File: src/design/sit_pkg.sv
// Types, widths and constants of the segment intersection test.
package sit_pkg;

    localparam int COORD_BITS = 16;
    localparam int TOL_BITS   = 15;
    localparam int AREA_SHIFT = 8;
    localparam int DIFF_BITS  = COORD_BITS + 1;
    localparam int PROD_BITS  = 2 * DIFF_BITS;
    localparam int AREA_BITS  = PROD_BITS + 1;

    localparam logic [TOL_BITS-1:0] TOL_RESET = TOL_BITS'(1);

    typedef logic signed [COORD_BITS-1:0] t_coord;
    typedef logic signed [DIFF_BITS-1:0]  t_diff;
    typedef logic signed [PROD_BITS-1:0]  t_prod;
    typedef logic signed [AREA_BITS-1:0]  t_area;
    typedef logic [TOL_BITS-1:0]          t_tol;

    typedef struct packed {
        t_coord x;
        t_coord y;
    } t_point;

    typedef struct packed {
        t_diff x;
        t_diff y;
    } t_vec;

    // area = ux * vy - uy * vx
    typedef struct packed {
        t_diff ux;
        t_diff vy;
        t_diff uy;
        t_diff vx;
    } t_quad;

    // endpoint lies in the widened box of the other segment
    typedef struct packed {
        logic c_in_ab;
        logic d_in_ab;
        logic a_in_cd;
        logic b_in_cd;
    } t_touch;

endpackage

File: src/design/sit_front.sv
// Stage 1: registered endpoint differences for the areas and box tests.
module sit_front (
    input  logic            i_clk,
    input  logic            i_en,
    input  sit_pkg::t_point i_a,
    input  sit_pkg::t_point i_b,
    input  sit_pkg::t_point i_c,
    input  sit_pkg::t_point i_d,
    output sit_pkg::t_quad  o_abc,
    output sit_pkg::t_quad  o_abd,
    output sit_pkg::t_quad  o_cda,
    output sit_pkg::t_quad  o_cdb,
    output sit_pkg::t_vec   o_ca,
    output sit_pkg::t_vec   o_cb,
    output sit_pkg::t_vec   o_da,
    output sit_pkg::t_vec   o_db,
    output sit_pkg::t_vec   o_ac,
    output sit_pkg::t_vec   o_ad,
    output sit_pkg::t_vec   o_bc,
    output sit_pkg::t_vec   o_bd
);

    function automatic sit_pkg::t_vec vsub(sit_pkg::t_point p, sit_pkg::t_point q);
        sit_pkg::t_coord px;
        sit_pkg::t_coord py;
        sit_pkg::t_coord qx;
        sit_pkg::t_coord qy;
        sit_pkg::t_vec   r;
        px  = p.x;
        py  = p.y;
        qx  = q.x;
        qy  = q.y;
        r.x = sit_pkg::t_diff'(px) - sit_pkg::t_diff'(qx);
        r.y = sit_pkg::t_diff'(py) - sit_pkg::t_diff'(qy);
        return r;
    endfunction

    sit_pkg::t_vec r_ba, r_dc;
    sit_pkg::t_vec r_ca, r_cb, r_da, r_db;
    sit_pkg::t_vec r_ac, r_ad, r_bc, r_bd;

    always_ff @(posedge i_clk) begin
        if (i_en) begin
            r_ba <= vsub(i_b, i_a);
            r_dc <= vsub(i_d, i_c);
            r_ca <= vsub(i_c, i_a);
            r_cb <= vsub(i_c, i_b);
            r_da <= vsub(i_d, i_a);
            r_db <= vsub(i_d, i_b);
            r_ac <= vsub(i_a, i_c);
            r_ad <= vsub(i_a, i_d);
            r_bc <= vsub(i_b, i_c);
            r_bd <= vsub(i_b, i_d);
        end
    end

    assign o_abc = '{ux: r_ba.x, vy: r_ca.y, uy: r_ba.y, vx: r_ca.x};
    assign o_abd = '{ux: r_ba.x, vy: r_da.y, uy: r_ba.y, vx: r_da.x};
    assign o_cda = '{ux: r_dc.x, vy: r_ac.y, uy: r_dc.y, vx: r_ac.x};
    assign o_cdb = '{ux: r_dc.x, vy: r_bc.y, uy: r_dc.y, vx: r_bc.x};

    assign o_ca = r_ca;
    assign o_cb = r_cb;
    assign o_da = r_da;
    assign o_db = r_db;
    assign o_ac = r_ac;
    assign o_ad = r_ad;
    assign o_bc = r_bc;
    assign o_bd = r_bd;

endmodule

File: config.mk
export PLATFORM = sky130hd
export DESIGN_NAME = sit_front
export DESIGN_NICKNAME = d
export VERILOG_FILES = /design/src/design/sit_pkg.sv /design/src/design/sit_front.sv
export SDC_FILE = /design/constraint.sdc
export NUM_CORES = 1
export LEC_CHECK = 0
export CORE_AREA = 5 5 262 264
export DETAILED_ROUTE_END_ITERATION = 10
export DIE_AREA = 0 0 267 269
export DONT_BUFFER_PORTS = 1
export SYNTH_ARGS = -nofsm -noshare
export SYNTH_HDL_FRONTEND = slang
export SYNTH_SLANG_ARGS = --single-unit
export TNS_END_PERCENT = 20
File: constraint.sdc
create_clock -name i_clk -period 5.3 [get_ports i_clk]
set_input_delay 0.265 -clock i_clk [delete_from_list [all_inputs] [get_ports i_clk]]
set_output_delay 0.265 -clock i_clk [all_outputs]
set_load 0.02 [all_outputs]
Word level (Yosys, flattened, before mapping)

Index checks and enable logic that the tools add are counted.

Register bits: 340
Input bits: 130
Word-level logic and storage cells: 40

Add/subtract/negate cells: 20

Operators with widths:

| kind             | number |
|---|---|
| $sub A16 B16 Y17 | 20 |

Depth between registers and ports, before layout

Word-level depth: 1
Gate-level depth with buffers: 10

Worst setup path before layout

Ideal clock, no wire load.

Kind: input port to flip-flop
Start: input port i_d[16] (netlist bit)
End: register r_dc (netlist bit o_cda[65]) (data pin)
Setup time: 0.271 ns
Arrival: 2.079 ns
Required time: 5.029 ns
Path slack: 2.950 ns
Cell stages on the path: 9
Path through: inv_1 ha_1 fa_1 nand2b_1 a21oi_1 a2111oi_0 o31ai_1 mux2i_1 o221ai_1

Word-level cells in the longest chain between the ends: 1

Ends and longest elaborated chain:

| what                   | RTL line        | text |
|---|---|---|
| start: declaration     | sit_front.sv:8  | `input sit_pkg::t_point i_d,` |
| $sub A16 B16 Y17       | sit_front.sv:33 | `r.x = sit_pkg::t_diff'(px) - sit_pkg::t_diff'(qx);` |
| end signal: assignment | sit_front.sv:45 | `r_dc <= vsub(i_d, i_c);` |
| end: declaration       | sit_front.sv:38 | `sit_pkg::t_vec r_ba, r_dc;` |

Every way passes these cells.
A chain may end at the register's enable or synchronous reset.

Worst setup path after layout

Ends and elaborated chain as after synthesis.

==> impl_metrics.prom <==
# TYPE chip_impl_metric gauge
chip_impl_info{name="run_status",value="finished clean"} 1
chip_impl_metric{name="cts_buffer_depth",unit=""} 3
chip_impl_metric{name="synth_xor_area_frac",unit=""} 0.0724
chip_impl_info{name="worstPathCellList",value="inv_1, ha_1, fa_1, nand2b_1, a21oi_1, a2111oi_0, o31ai_1, mux2i_1, o221ai_1"} 1
chip_impl_info{name="path_delay_family",value="compound AO/OA/AOI/OAI gates"} 1
chip_impl_metric{name="layout.nets",unit=""} 2932
chip_impl_info{name="critical_path.startpoint_type",value="input pin"} 1
chip_impl_metric{name="post_synth.cell_area_avg",unit="um^2"} 9.86
chip_impl_metric{name="clkTransAtPathRegs",unit="ns"} 0.06
chip_impl_metric{name="slowest_delay",unit="ns"} 0.50
chip_impl_metric{name="io_pins",unit=""} 674
chip_impl_metric{name="layout.filler_cells",unit=""} 6402
chip_impl_metric{name="layout.area.seq",unit="mm^2"} 0.00997
chip_impl_metric{name="path_buf_inv",unit=""} 1
chip_impl_metric{name="maximum_number_of_pins_on_one_net_before_global_route_repair",unit=""} 333
chip_impl_metric{name="syn_nets",unit=""} 3207
chip_impl_metric{name="finalMaxSlewViolations",unit=""} 0
chip_impl_metric{name="wl",unit="um"} 97100
chip_impl_metric{name="worst_slew_margin_rel",unit=""} 0.207
chip_impl_metric{name="final-hold-violation-count",unit=""} 0
chip_impl_metric{name="number_of_global_route_vias_before_repair",unit=""} 19661
chip_impl_metric{name="cap_violations",unit=""} 0
chip_impl_metric{name="post_synth_inst_count",unit=""} 2737
chip_impl_metric{name="synth_adder_area_share",unit=""} 0.163
chip_impl_metric{name="timing.final.setup_violations",unit=""} 0
chip_impl_metric{name="die-height",unit="um"} 269
chip_impl_metric{name="gp_routability_congestion",unit=""} 0.990
chip_impl_info{name="clock_tree_from_tritoncts",value="built"} 1
chip_impl_metric{name="drc",unit=""} 0
chip_impl_metric{name="avgRoutedWirePerCell",unit="um"} 28.9
chip_impl_metric{name="synth.cell_area",unit="mm^2"} 0.0270
chip_impl_metric{name="firstDrtPassIters",unit=""} 6
chip_impl_info{name="criticalPathCategory",value="in -> reg"} 1
chip_impl_metric{name="initial_utilization",unit=""} 0.407
chip_impl_metric{name="ctsHtreeMaxLevel",unit=""} 2
chip_impl_metric{name="max_freq",unit="GHz"} 0.395
chip_impl_metric{name="grt-ovfl-total",unit=""} 0
chip_impl_metric{name="synth_cell_types",unit=""} 71
chip_impl_metric{name="first_iter_violations",unit=""} 2060
chip_impl_metric{name="drive_above_1_share",unit=""} 0.0361
chip_impl_metric{name="syn_to_final_growth",unit="%"} 1.75
chip_impl_metric{name="synth.ff_latch_count",unit=""} 332
chip_impl_metric{name="global_route.usage.total",unit=""} 0.251
chip_impl_metric{name="power-per-cell-area",unit="mW/mm^2"} 349
chip_impl_info{name="synthFlopType",value="sky130_fd_sc_hd__edfxtp_1"} 1
chip_impl_metric{name="synth.mux.area_fraction",unit=""} 0.00399
chip_impl_metric{name="hpwlAfterDp",unit="um"} 78500
chip_impl_metric{name="die_area",unit="mm^2"} 0.0718
chip_impl_info{name="endpoint_kind",value="flip-flop"} 1
chip_impl_metric{name="floorplan_die_width",unit="um"} 267
chip_impl_metric{name="async_flop_share",unit=""} 0
chip_impl_metric{name="tritoncts_num_sinks",unit=""} 332
chip_impl_metric{name="worst_ir_drop_vdd",unit="V"} 0.000237
chip_impl_metric{name="yosys.area_share.simple",unit=""} 0.0895
chip_impl_metric{name="floorplan.rows",unit=""} 95
chip_impl_metric{name="portBuffers",unit=""} 0
chip_impl_metric{name="via_count",unit=""} 20028
chip_impl_metric{name="final_min_period_over_clock_period",unit=""} 0.478
chip_impl_metric{name="multi_input_area",unit="mm^2"} 0.0143
chip_impl_metric{name="synth_warnings",unit=""} 0
chip_impl_info{name="rsz_0062_raised_after_global_routing",value="false"} 1
chip_impl_metric{name="post_synthesis_compound_gate_area_fraction",unit=""} 0.199
chip_impl_metric{name="cts-buffers-inserted",unit=""} 39
chip_impl_metric{name="power.static_leakage",unit="uW"} 0.0115
chip_impl_metric{name="final_period_minus_worst_setup_slack",unit="ns"} 2.53
chip_impl_metric{name="avgViaCountPerCell",unit=""} 5.95
chip_impl_metric{name="edff_count_synth",unit=""} 332
chip_impl_info{name="clockRootBuffer",value="sky130_fd_sc_hd__clkbuf_16"} 1
chip_impl_metric{name="cts-resized-gates",unit=""} 0
chip_impl_metric{name="tightest_slew",unit="ns"} 1.17
chip_impl_metric{name="worst_hold_slack",unit="ns"} 0.0188
chip_impl_metric{name="synth-seq-area-share",unit=""} 0.369
chip_impl_metric{name="antenna_found_initial",unit=""} 2
chip_impl_metric{name="worst_ep_arrival_time",unit="ns"} 2.82
chip_impl_metric{name="antenna_cells",unit=""} 0
chip_impl_metric{name="finalSetupTns",unit="ns"} 0
chip_impl_metric{name="timing.critical_path.fanout_max",unit=""} 4
chip_impl_metric{name="worstPathRequired",unit="ns"} 5.58
chip_impl_metric{name="fp.coreArea",unit="mm^2"} 0.0663
chip_impl_info{name="min-delay-path-class",value="in -> reg"} 1
chip_impl_info{name="critical_path.slowest_cell",value="sky130_fd_sc_hd__a21oi_1"} 1
chip_impl_metric{name="wire_length_of_the_first_global_routing_pass",unit="um"} 134000
chip_impl_metric{name="number_of_antenna_violating_nets_in_the_routed_design",unit=""} 0
chip_impl_info{name="synth_top_family_by_area",value="compound AO/OA/AOI/OAI gates"} 1
## area by class of cell
type                       count  share of cell area
clock buffer                  42              0.0367
clock inverter                29             0.00943
inverter                     198              0.0271
multi-input combinational   1884               0.519
sequential                   332               0.363
tap                          873              0.0398
timing repair buffer           7             0.00483
## where the power goes
part / leakage [uW] / internal [uW] / switching, uW
registers: 0.00325 / 3490 / 1160
logic: 0.00760 / 818 / 1400
clock network: 0.000608 / 1540 / 1180
total: 0.0115 / 5850 / 3750
## synth_stat cells (8+ instances only)
master | n | area share
sky130_fd_sc_hd__nor2b_1 | 55 | 0.013
sky130_fd_sc_hd__fa_1 | 20 | 0.015
sky130_fd_sc_hd__o21ai_0 | 160 | 0.030
sky130_fd_sc_hd__a221o_1 | 8 | 0.0030
sky130_fd_sc_hd__a31oi_1 | 35 | 0.0081
sky130_fd_sc_hd__xor2_1 | 77 | 0.025
sky130_fd_sc_hd__clkbuf_1 | 99 | 0.014
sky130_fd_sc_hd__edfxtp_1 | 332 | 0.37
sky130_fd_sc_hd__o31a_1 | 37 | 0.012
sky130_fd_sc_hd__nor3_1 | 25 | 0.0046
sky130_fd_sc_hd__nand2b_1 | 35 | 0.0081
sky130_fd_sc_hd__and3_1 | 28 | 0.0065
sky130_fd_sc_hd__nand4_1 | 18 | 0.0042
sky130_fd_sc_hd__a21oi_1 | 224 | 0.042
sky130_fd_sc_hd__nand2_1 | 87 | 0.012
sky130_fd_sc_hd__buf_4 | 212 | 0.059
sky130_fd_sc_hd__and2_1 | 15 | 0.0035
sky130_fd_sc_hd__o221ai_1 | 8 | 0.0026
sky130_fd_sc_hd__ha_1 | 320 | 0.15
sky130_fd_sc_hd__o21a_1 | 55 | 0.015
sky130_fd_sc_hd__nor2_1 | 158 | 0.022
sky130_fd_sc_hd__inv_1 | 197 | 0.027
sky130_fd_sc_hd__a21boi_0 | 14 | 0.0039
sky130_fd_sc_hd__a211oi_1 | 24 | 0.0067
sky130_fd_sc_hd__nand3_1 | 38 | 0.0070
sky130_fd_sc_hd__o31ai_1 | 15 | 0.0042
sky130_fd_sc_hd__a221oi_1 | 24 | 0.0078
sky130_fd_sc_hd__a21o_1 | 113 | 0.031
sky130_fd_sc_hd__o21bai_1 | 32 | 0.0089
sky130_fd_sc_hd__xnor2_1 | 146 | 0.047
## what timing repair did
| action | 4_1_cts | 5_1_grt |
|---|---|---|
| setup buffers | 0 | 0 |
| hold buffers | 2 | 5 |
| endpoints found under the hold margin | 326 | 186 |
## placed cells by master (no fill, tap or decap), types with 7 or more instances in the layout
cell and count:
sky130_fd_sc_hd__o21a_1 55, sky130_fd_sc_hd__a221o_1 8, sky130_fd_sc_hd__nand2_1 87, sky130_fd_sc_hd__a21boi_0 14
sky130_fd_sc_hd__a311oi_1 7, sky130_fd_sc_hd__and2_1 15, sky130_fd_sc_hd__o31ai_1 15, sky130_fd_sc_hd__a211oi_1 24
sky130_fd_sc_hd__a221oi_1 24, sky130_fd_sc_hd__nor3_1 25, sky130_fd_sc_hd__o221ai_1 8, sky130_fd_sc_hd__nand2b_1 35
sky130_fd_sc_hd__nand4_1 18, sky130_fd_sc_hd__nand3_1 38, sky130_fd_sc_hd__fa_1 20, sky130_fd_sc_hd__a31oi_1 35
sky130_fd_sc_hd__o31a_1 37, sky130_fd_sc_hd__clkbuf_16 40, sky130_fd_sc_hd__inv_1 197, sky130_fd_sc_hd__clkinv_1 8
sky130_fd_sc_hd__edfxtp_1 332, sky130_fd_sc_hd__clkinv_2 7, sky130_fd_sc_hd__o21ai_0 160, sky130_fd_sc_hd__nor2b_1 55
sky130_fd_sc_hd__a21oi_1 224, sky130_fd_sc_hd__nor2_1 158, sky130_fd_sc_hd__o21bai_1 32, sky130_fd_sc_hd__xor2_1 77
sky130_fd_sc_hd__a21o_1 113, sky130_fd_sc_hd__ha_1 320, sky130_fd_sc_hd__and3_1 28, sky130_fd_sc_hd__xnor2_1 146
## logic make-up (layout without fill, tap and decap cells)
family	count (synthesis)	count (layout)
AOI/OAI and AO/OA	820	820
xor gates and xnor gates	223	223
adders and majority gates	340	340
buffers and inverters	521	276
DFF	332	332
muxes	10	10
and+or+nand+nor	491	491
## per-stage QoR
step	utilization	setup slack, ns	cell area, um^2	total power (uW)	instances
global route	0.414	2.75	27500	10000	3365
CTS	0.412	2.89	27300	9610	3360
finish	0.414	2.77	27500	9590	3365
detailed placement	0.393	2.30	26100	6830	3287
floorplan	-	2.95	27000	6350	2737
global placement	0.393	2.35	26100	6840	3287
## layer usage
layer  wire, um  up-vias  global-route usage  share of wire
li1           -     9083                   -              -
met1      36300     9666               0.290           0.37
met2      48500     1085               0.454           0.50
met3       7980      194              0.0611          0.082
met4       4250        0              0.0925          0.044
met5          0        -                   0              0
## worst paths after layout
check  cells past startpoint        end    start  slack, ns
max                        9  o_cda[65]  i_d[16]       2.77
min                        1   o_bd[23]     i_en       0.02
## sequential cells by signal, summed over array words and instances, names as in the netlist
register and cells:
o_cb 32, o_abc 66, o_cda 34, o_ad 32, o_ac 34, o_bc 34
o_abd 34, o_bd 32, o_db 34
Note: power is estimated with default switching activity, not from simulation.
